$ cat src/rtl/core/depth_to_color_map_core_macros.svh
// ----------------------------------------------------------------------------
// Assertion macros used by the depth colormap core RTL
// ----------------------------------------------------------------------------
`ifndef DEPTH_TO_COLOR_MAP_CORE_MACROS_SVH
`define DEPTH_TO_COLOR_MAP_CORE_MACROS_SVH

// same-cycle implication, masked while reset is high
`define DTCM_ASSERT_IMP(name, clk, rst, pre, con) \
   name: assert property (@(posedge clk) disable iff (rst) (pre) |-> (con)) \
      else $error("assertion failed");

// next-cycle implication, masked while reset is high
`define DTCM_ASSERT_NEXT(name, clk, rst, pre, con) \
   name: assert property (@(posedge clk) disable iff (rst) (pre) |=> (con)) \
      else $error("assertion failed");

`endif

$ cat src/rtl/core/dtcm_pkg.sv
// ----------------------------------------------------------------------------
// dtcm_pkg
// Widths, stage map, register and segment codes of the depth colormap core.
// ----------------------------------------------------------------------------
`timescale 1ns / 1ps

package dtcm_pkg;

   localparam int DEPTH_BITS = 16;   // used depth bits, 8..32
   localparam int FRAC_BITS  = 8;    // level fraction bits, 0..16

   localparam int FIELD_BITS = 16;
   localparam int CHAN_BITS  = 8;
   localparam int DW = (DEPTH_BITS < FIELD_BITS) ? DEPTH_BITS : FIELD_BITS;
   localparam int QW = 8 + FRAC_BITS;              // level width
   localparam int NW = DW + QW;                    // numerator width

   // divider: DIV_STEPS quotient bits resolved per stage
   localparam int DIV_STEPS  = 4;
   localparam int DIV_STAGES = (QW + DIV_STEPS - 1) / DIV_STEPS;
   localparam int QP = DIV_STAGES * DIV_STEPS;     // padded quotient width
   localparam int WW = DW + QP;                    // {remainder, numerator/quotient}

   // stage map
   localparam int ST_FRONT = 0;
   localparam int ST_NUM   = 1;
   localparam int ST_DIV0  = 2;
   localparam int ST_SEG   = ST_DIV0 + DIV_STAGES;
   localparam int ST_OUT   = ST_SEG + 1;
   localparam int NST      = ST_OUT + 1;

   localparam logic [QW-1:0] LVL_43  = QW'(43)  << FRAC_BITS;
   localparam logic [QW-1:0] LVL_85  = QW'(85)  << FRAC_BITS;
   localparam logic [QW-1:0] LVL_128 = QW'(128) << FRAC_BITS;
   localparam logic [QW-1:0] LVL_169 = QW'(169) << FRAC_BITS;
   localparam logic [QW-1:0] LVL_212 = QW'(212) << FRAC_BITS;
   localparam logic [QW-1:0] LVL_254 = QW'(254) << FRAC_BITS;
   localparam logic [QW-1:0] LVL_255 = QW'(255) << FRAC_BITS;

   localparam logic [CHAN_BITS-1:0] CHAN_MAX = '1;
   localparam int RAMP_SLOPE = 6;

   typedef enum logic [0:0] {
      CSR_WINDOW_LOW  = 1'b0,
      CSR_WINDOW_HIGH = 1'b1
   } csr_index_type;

   // colormap segments, named by the ramp they run
   typedef enum logic [2:0] {
      SEG_MAGENTA = 3'd0,
      SEG_BLUE    = 3'd1,
      SEG_CYAN    = 3'd2,
      SEG_GREEN   = 3'd3,
      SEG_YELLOW  = 3'd4,
      SEG_RED     = 3'd5,
      SEG_SAT     = 3'd6
   } seg_type;

endpackage

$ cat src/rtl/core/depth_to_color_map_core.sv
// Depth colormap core: takes one 16-bit depth word per clock and returns one
// RGB word per clock after NST register stages, while the result side takes
// words. Depths outside [window_low, window_high] give black; inside the
// window the level 255*(d-low)/(high-low) is found by a pipelined restoring
// divider that resolves four quotient bits per stage, followed by a
// segment-select stage and a ramp/saturate stage. A stall on the result side
// only holds stages that are full, so bubbles still close up. The window
// registers are written through the csr_ port; the user must write them only
// while the core holds no words, as the core itself does not enforce this.
// ----------------------------------------------------------------------------
// depth_to_color_map_core
// Piecewise-linear rainbow colormap for depth samples, fully pipelined.
// ----------------------------------------------------------------------------
`timescale 1ns / 1ps
`include "depth_to_color_map_core_macros.svh"

module depth_to_color_map_core
   import dtcm_pkg::*;
(
   input  logic                  clock,
   input  logic                  reset,
   // configuration
   input  logic                  csr_write_enable,
   input  logic [0:0]            csr_index,
   input  logic [FIELD_BITS-1:0] csr_write_data,
   // depth words in
   input  logic                  req_valid,
   output logic                  req_ready,
   input  logic [FIELD_BITS-1:0] req_depth_sample,
   // color words out
   output logic                  rsp_valid,
   input  logic                  rsp_ready,
   output logic [CHAN_BITS-1:0]  rsp_red,
   output logic [CHAN_BITS-1:0]  rsp_green,
   output logic [CHAN_BITS-1:0]  rsp_blue
);

   // ---------------- configuration ----------------
   logic [FIELD_BITS-1:0] window_low_ff;
   logic [FIELD_BITS-1:0] window_high_ff;

   always_ff @(posedge clock) begin
      if (reset) begin
         window_low_ff  <= '0;
         window_high_ff <= FIELD_BITS'(2000);
      end else if (csr_write_enable) begin
         unique case (csr_index_type'(csr_index))
            CSR_WINDOW_LOW:  window_low_ff  <= csr_write_data;
            CSR_WINDOW_HIGH: window_high_ff <= csr_write_data;
            default: ;
         endcase
      end
   end

   // ---------------- pipeline control ----------------
   logic [NST-1:0] v_ff;
   logic [NST-1:0] v_in;
   logic [NST-1:0] en;

   always_comb begin
      en[NST-1] = !v_ff[NST-1] || rsp_ready;
      for (int k = NST - 2; k >= 0; k--) begin
         en[k] = !v_ff[k] || en[k+1];
      end
   end

   assign v_in      = {v_ff[NST-2:0], req_valid};
   assign req_ready = en[ST_FRONT];

   always_ff @(posedge clock) begin
      if (reset) begin
         v_ff <= '0;
      end else begin
         for (int k = 0; k < NST; k++) begin
            if (en[k]) begin
               v_ff[k] <= v_in[k];
            end
         end
      end
   end

   // ---------------- front: window test, offset, span ----------------
   logic [DW-1:0] depth_m;
   logic [DW-1:0] low_m;
   logic [DW-1:0] high_m;
   logic          black0_in;
   logic [DW-1:0] diff0_in;
   logic [DW-1:0] span0_in;
   logic          black0_ff;
   logic [DW-1:0] diff0_ff;
   logic [DW-1:0] span0_ff;

   assign depth_m   = req_depth_sample[DW-1:0];
   assign low_m     = window_low_ff[DW-1:0];
   assign high_m    = window_high_ff[DW-1:0];
   assign black0_in = (depth_m < low_m) || (depth_m > high_m);
   assign diff0_in  = black0_in ? '0 : depth_m - low_m;
   // zero-width window: numerator is zero, a divisor of one keeps t at zero
   assign span0_in  = (high_m == low_m) ? DW'(1) : high_m - low_m;

   always_ff @(posedge clock) begin
      if (en[ST_FRONT]) begin
         black0_ff <= black0_in;
         diff0_ff  <= diff0_in;
         span0_ff  <= span0_in;
      end
   end

   // ---------------- numerator: (255 * diff) << FRAC_BITS ----------------
   logic [NW-1:0] num1_in;
   logic [NW-1:0] num1_ff;
   logic [DW-1:0] span1_ff;
   logic          black1_ff;

   assign num1_in = ((NW'(diff0_ff) << 8) - NW'(diff0_ff)) << FRAC_BITS;

   always_ff @(posedge clock) begin
      if (en[ST_NUM]) begin
         num1_ff   <= num1_in;
         span1_ff  <= span0_ff;
         black1_ff <= black0_ff;
      end
   end

   // ---------------- restoring divider ----------------
   logic [WW-1:0] src_w     [DIV_STAGES];
   logic [DW-1:0] src_d     [DIV_STAGES];
   logic          src_b     [DIV_STAGES];
   logic [WW-1:0] w_in      [DIV_STAGES];
   logic [WW-1:0] w_ff      [DIV_STAGES];
   logic [DW-1:0] dspan_ff  [DIV_STAGES];
   logic          dblack_ff [DIV_STAGES];

   always_comb begin
      src_w[0] = WW'(num1_ff);
      src_d[0] = span1_ff;
      src_b[0] = black1_ff;
      for (int s = 1; s < DIV_STAGES; s++) begin
         src_w[s] = w_ff[s-1];
         src_d[s] = dspan_ff[s-1];
         src_b[s] = dblack_ff[s-1];
      end
   end

   // word = {remainder, unused numerator bits, quotient bits so far}
   always_comb begin
      logic [WW-1:0] work;
      logic [DW:0]   part;
      logic [DW:0]   sub;
      for (int s = 0; s < DIV_STAGES; s++) begin
         work = src_w[s];
         for (int i = 0; i < DIV_STEPS; i++) begin
            part = work[WW-1 -: DW+1];
            sub  = part - {1'b0, src_d[s]};
            if (part >= {1'b0, src_d[s]}) begin
               work = {sub[DW-1:0], work[QP-2:0], 1'b1};
            end else begin
               work = {part[DW-1:0], work[QP-2:0], 1'b0};
            end
         end
         w_in[s] = work;
      end
   end

   always_ff @(posedge clock) begin
      for (int s = 0; s < DIV_STAGES; s++) begin
         if (en[ST_DIV0+s]) begin
            w_ff[s]      <= w_in[s];
            dspan_ff[s]  <= src_d[s];
            dblack_ff[s] <= src_b[s];
         end
      end
   end

   // ---------------- segment select ----------------
   logic [QW-1:0] level;
   seg_type       seg_in;
   logic [QW-1:0] off_in;
   seg_type       seg_ff;
   logic [QW-1:0] off_ff;
   logic          black_seg_ff;

   assign level = w_ff[DIV_STAGES-1][QW-1:0];

   always_comb begin
      priority if (level < LVL_43) begin
         seg_in = SEG_MAGENTA;
         off_in = level;
      end else if (level < LVL_85) begin
         seg_in = SEG_BLUE;
         off_in = level - LVL_43;
      end else if (level < LVL_128) begin
         seg_in = SEG_CYAN;
         off_in = level - LVL_85;
      end else if (level < LVL_169) begin
         seg_in = SEG_GREEN;
         off_in = level - LVL_128;
      end else if (level < LVL_212) begin
         seg_in = SEG_YELLOW;
         off_in = level - LVL_169;
      end else if (level < LVL_254) begin
         seg_in = SEG_RED;
         off_in = level - LVL_212;
      end else begin
         seg_in = SEG_SAT;
         off_in = '0;
      end
   end

   always_ff @(posedge clock) begin
      if (en[ST_SEG]) begin
         seg_ff       <= seg_in;
         off_ff       <= off_in;
         black_seg_ff <= dblack_ff[DIV_STAGES-1];
      end
   end

   // ---------------- ramps and channel output ----------------
   logic [QW+2:0]          prod;
   logic [QW+2-FRAC_BITS:0] rise;
   logic [QW-1:0]          fall_fix;
   logic [CHAN_BITS-1:0]   up_val;
   logic [CHAN_BITS-1:0]   down_val;
   logic [CHAN_BITS-1:0]   red_in;
   logic [CHAN_BITS-1:0]   green_in;
   logic [CHAN_BITS-1:0]   blue_in;
   logic [CHAN_BITS-1:0]   red_ff;
   logic [CHAN_BITS-1:0]   green_ff;
   logic [CHAN_BITS-1:0]   blue_ff;

   assign prod     = (QW+3)'(off_ff) * (QW+3)'(RAMP_SLOPE);
   assign rise     = prod[QW+2:FRAC_BITS];
   assign up_val   = (rise > (QW+3-FRAC_BITS)'(CHAN_MAX)) ? CHAN_MAX : rise[CHAN_BITS-1:0];
   assign fall_fix = LVL_255 - prod[QW-1:0];
   // falling ramp clamps at zero once the drop reaches full scale
   assign down_val = (prod >= (QW+3)'(LVL_255)) ? '0 : fall_fix[QW-1:FRAC_BITS];

   always_comb begin
      red_in   = '0;
      green_in = '0;
      blue_in  = '0;
      unique case (seg_ff)
         SEG_MAGENTA: begin
            red_in  = up_val;
            blue_in = up_val;
         end
         SEG_BLUE: begin
            red_in  = down_val;
            blue_in = CHAN_MAX;
         end
         SEG_CYAN: begin
            green_in = up_val;
            blue_in  = CHAN_MAX;
         end
         SEG_GREEN: begin
            green_in = CHAN_MAX;
            blue_in  = down_val;
         end
         SEG_YELLOW: begin
            red_in   = up_val;
            green_in = CHAN_MAX;
         end
         SEG_RED: begin
            red_in   = CHAN_MAX;
            green_in = down_val;
         end
         SEG_SAT: begin
            red_in = CHAN_MAX;
         end
         default: ;
      endcase
      if (black_seg_ff) begin
         red_in   = '0;
         green_in = '0;
         blue_in  = '0;
      end
   end

   always_ff @(posedge clock) begin
      if (en[ST_OUT]) begin
         red_ff   <= red_in;
         green_ff <= green_in;
         blue_ff  <= blue_in;
      end
   end

   assign rsp_valid = v_ff[ST_OUT];
   assign rsp_red   = red_ff;
   assign rsp_green = green_ff;
   assign rsp_blue  = blue_ff;

   // ---------------- assertions ----------------
   `DTCM_ASSERT_NEXT(a_accept_fills_front, clock, reset, req_valid && req_ready, v_ff[ST_FRONT])
   `DTCM_ASSERT_IMP(a_divisor_nonzero, clock, reset, v_ff[ST_FRONT], span0_ff != '0)
   `DTCM_ASSERT_IMP(a_level_in_range, clock, reset, v_ff[ST_SEG-1], w_ff[DIV_STAGES-1][QP-1:0] <= QP'(LVL_255))
   `DTCM_ASSERT_IMP(a_remainder_below_divisor, clock, reset, v_ff[ST_SEG-1], w_ff[DIV_STAGES-1][WW-1:QP] < dspan_ff[DIV_STAGES-1])

endmodule
$ cat config.mk
export PLATFORM = sky130hd
export DESIGN_NAME = depth_to_color_map_core
export DESIGN_NICKNAME = d
export VERILOG_FILES = /design/src/rtl/core/dtcm_pkg.sv /design/src/rtl/core/depth_to_color_map_core.sv
export VERILOG_INCLUDE_DIRS = /design/src /design/src/rtl/core
export SDC_FILE = /design/constraint.sdc
export NUM_CORES = 1
export LEC_CHECK = 0
export BUFFER_PORTS_ARGS = -buffer_cell sky130_fd_sc_hd__buf_4
export CORE_MARGIN = 3
export CORE_UTILIZATION = 25
export CTS_CLUSTER_DIAMETER = 60
export CTS_CLUSTER_SIZE = 30
export DETAILED_ROUTE_END_ITERATION = 10
export PLACE_DENSITY_LB_ADDON = 0.15
export SLEW_MARGIN = 40
export SYNTH_ARGS = -nofsm -noshare
export SYNTH_HDL_FRONTEND = slang
export SYNTH_SLANG_ARGS = --single-unit
$ cat constraint.sdc
create_clock -name clock -period 20 [get_ports clock]
set_input_delay 4 -clock clock [delete_from_list [all_inputs] [get_ports clock]]
set_output_delay 4 -clock clock [all_outputs]
set_load 0.005 [all_outputs]
==> flow_metrics.env <==
export IMPL_cp_start_kind="flop"
export IMPL_gp_congestion=0.811
export IMPL_core_rowCount=120
export IMPL_grt_overflow_total=0
export IMPL_drive_gt1_share_pct=11.4
export IMPL_coreArea_sq_mm=0.108
export IMPL_fmax_mhz=80.3
export IMPL_slew_viol_final=0
export IMPL_dieArea_sq_mm=0.114
export IMPL_clockBufferDepth=3
export IMPL_place_area_sq_mm=0.0296
export IMPL_grt_antenna_before_repair=1
export IMPL_cts_tree="yes"
export IMPL_clock_latency_ps=590
export IMPL_grt_pass1_vias=21300
export IMPL_die_h_um=338
export IMPL_grt_use_total_pct=13.9
export IMPL_fin_crit_ps=12450
export IMPL_worstMarginPinSlew_ps=807
export IMPL_yosysWarningCount=0
export IMPL_ctsResizeCount=0
export IMPL_vias=21700
export IMPL_ys_types=92
export IMPL_syn2layout_area_growth_pct=13.0
export IMPL_hold_viol=0
export IMPL_post_cts_buffers=0
export IMPL_maxCapViolations=0
export IMPL_worstPathRequired_ps=20310
export IMPL_r2r_start="dspan_ff[1][1]"
export IMPL_drtIter0Drc=1231
export IMPL_yosysSeqAreaShare_pct=31.6
export IMPL_hpwl_um=64400
export IMPL_rsz0062_at_grt="no"
export IMPL_route_detailed_drc=0
export IMPL_viasPerCell=4.86
export IMPL_htree_levels=2
export IMPL_worst_path_most_repeated_cell="ha_1"
export IMPL_crit_slowest_cell="edfxtp_1"
export IMPL_path_max_fanout=24
export IMPL_synthCells=2987
export IMPL_async_flop_share_pct=0
export IMPL_die_w_um=338
export IMPL_io_buffers=63
export IMPL_stdcell_area_sq_mm=0.0310
export IMPL_grt_pass1_wl_um=125000
export IMPL_synth_ff_type="edfxtp_1"
export IMPL_nets=3422
export IMPL_synth_edf_count=262
export IMPL_cpPeakStageDelay_ps=620
export IMPL_initial_utilization_pct=25.4
export IMPL_synth_avg_cell_area_sq_um=9.20
export IMPL_nFillCells=11500
export IMPL_synth_nets=3368
export IMPL_avgRoutedWirePerCell_um=17.9
export IMPL_cp_startpoint="dspan_ff[1][1]"
export IMPL_cts_sinks=302
export IMPL_clock_tree_root_cell="clkbuf_16"
export IMPL_ant_nets=0
export IMPL_critical_path_class="reg -> reg"
export IMPL_cp_end_kind="flop"
export IMPL_hold_path_class="reg -> reg"
export IMPL_final_common_cell="ha_1"
export IMPL_min_delay_start="w_ff[1][4]"
export IMPL_clkTransAtPathRegs_ps=60
export IMPL_slew_headroom_pct=45.5
export IMPL_first_pass_iters=5
export IMPL_skew_ps=29.3
export IMPL_outcome="finished, final reports clean"
export IMPL_fin_crit_sh_pct=62.2
export IMPL_synth_area_sq_mm=0.0275
export IMPL_grt_max_degree=46
export IMPL_layout_common_cells="330 x ha_1, 274 x a21oi_1, 262 x edfxtp_1"
export IMPL_tns_ps=0
export IMPL_io_pins=64
export IMPL_synth_seq_cells=302
export IMPL_cts_buffers=40
export IMPL_wl_um=80000
export IMPL_cp_arrival_ps=12750
export IMPL_setup_viol=0
export IMPL_hold_buffers=0
-- worst max-delay path: cells and delay by family (launching register included) --
| kind | cells | cell delay [ps] |
|---|---|---|
| compound gates | 23 | 6660 |
| fa+ha+maj | 4 | 1460 |
| buf+inv | 2 | 460 |
| flops | 1 | 620 |
| mux | 3 | 1140 |
| simple gates | 7 | 1790 |
-- final cells by class --
class	count	area, sq um	share of cell area, %
antenna	1	2.50	0.00806
clock buffer	41	1030	3.31
clock inverter	31	458	1.48
inverter	214	811	2.61
multi-input combinational	2409	17800	57.2
sequential	302	8670	27.9
tap	1403	1760	5.65
timing repair buffer	74	556	1.79
-- per-layer routing --
metal / wire length [um] / GRT usage [%] / vias to the layer above
met5: 0 / 0 / -
met4: 2030 / 3.87 / 0
met3: 2460 / 1.74 / 80
met2: 36300 / 22.8 / 292
met1: 39100 / 19.2 / 10200
li1: - / - / 11100
-- logic make-up (layout without fill, tap and decap cells) --
logic type | Yosys count | after routing | share of synthesized area, %
adders and majority gates | 343 | 343 | 16.0
buffers and inverters | 276 | 360 | 3.92
other | 1 | 2 | 0.0136
AOI/OAI and AO/OA | 814 | 814 | 19.2
and+or+nand+nor | 854 | 854 | 15.2
DFF | 302 | 302 | 31.6
xor gates and xnor gates | 241 | 241 | 7.68
muxes | 156 | 156 | 6.43
-- worst paths after layout --
| kind | endpoint | slack, ps | depth (start not counted) |
|---|---|---|---|
| max | w_ff[2][22] | 7550 | 39 |
| min | w_ff[2][8] | 420 | 0 |
| max reg2reg | w_ff[2][22] | 7550 | 39 |
| min reg2reg | w_ff[2][8] | 420 | 0 |
-- Yosys cell counts, types with 11 or more instances --
master | count | area [sq um]
ha_1 | 330 | 4130
a21oi_1 | 274 | 1370
edfxtp_1 | 262 | 7870
nand2_1 | 216 | 811
nor2_1 | 215 | 807
inv_1 | 211 | 792
xnor2_1 | 165 | 1450
o21ai_0 | 148 | 741
mux2_2 | 129 | 1450
a21o_1 | 96 | 721
xor2_1 | 76 | 666
nor3_1 | 74 | 370
nand3_1 | 63 | 315
nor2b_1 | 58 | 363
o21a_1 | 52 | 390
clkbuf_1 | 48 | 180
nand4_1 | 48 | 300
nand2b_1 | 44 | 275
dfxtp_1 | 40 | 801
a211oi_1 | 27 | 203
and2_1 | 25 | 156
o21bai_1 | 25 | 188
a31oi_1 | 24 | 150
and3_1 | 21 | 131
nand3b_1 | 18 | 135
o211ai_1 | 18 | 135
mux2i_1 | 17 | 170
or2_2 | 16 | 100
fa_1 | 13 | 260
nor4_1 | 13 | 81.3
o41ai_1 | 13 | 114
or3_1 | 13 | 81.3
o31a_1 | 12 | 105
o31ai_1 | 12 | 90.1
a21boi_0 | 11 | 82.6
a31o_2 | 11 | 96.3
-- sequential cells by signal (all words and copies together), names as in the netlist --
signal,count
dspan_ff,48
seg_ff,3
rsp_green,8
black1_ff,1
rsp_red,8
black0_ff,1
v_ff,8
black_seg_ff,1
dblack_ff,4
diff0_ff,16
high_m,16
num1_ff,24
w_ff,92
low_m,16
rsp_blue,8
off_ff,16
span1_ff,16
span0_ff,16
-- per-stage QoR --
step	worst slack [ps]	util [%]	instances	hold slack, ps
finish	7550	28.7	4475	419
detailed placement	7480	27.3	4402	405
global route	6530	28.7	4474	424
floorplan	9030	-	2987	400
CTS	7440	28.7	4474	421
global placement	6950	27.3	4402	402
Power is left out: the tool's default activity adds up to more than one toggle a clock period on the data nets, which glitch-free logic cannot reach.
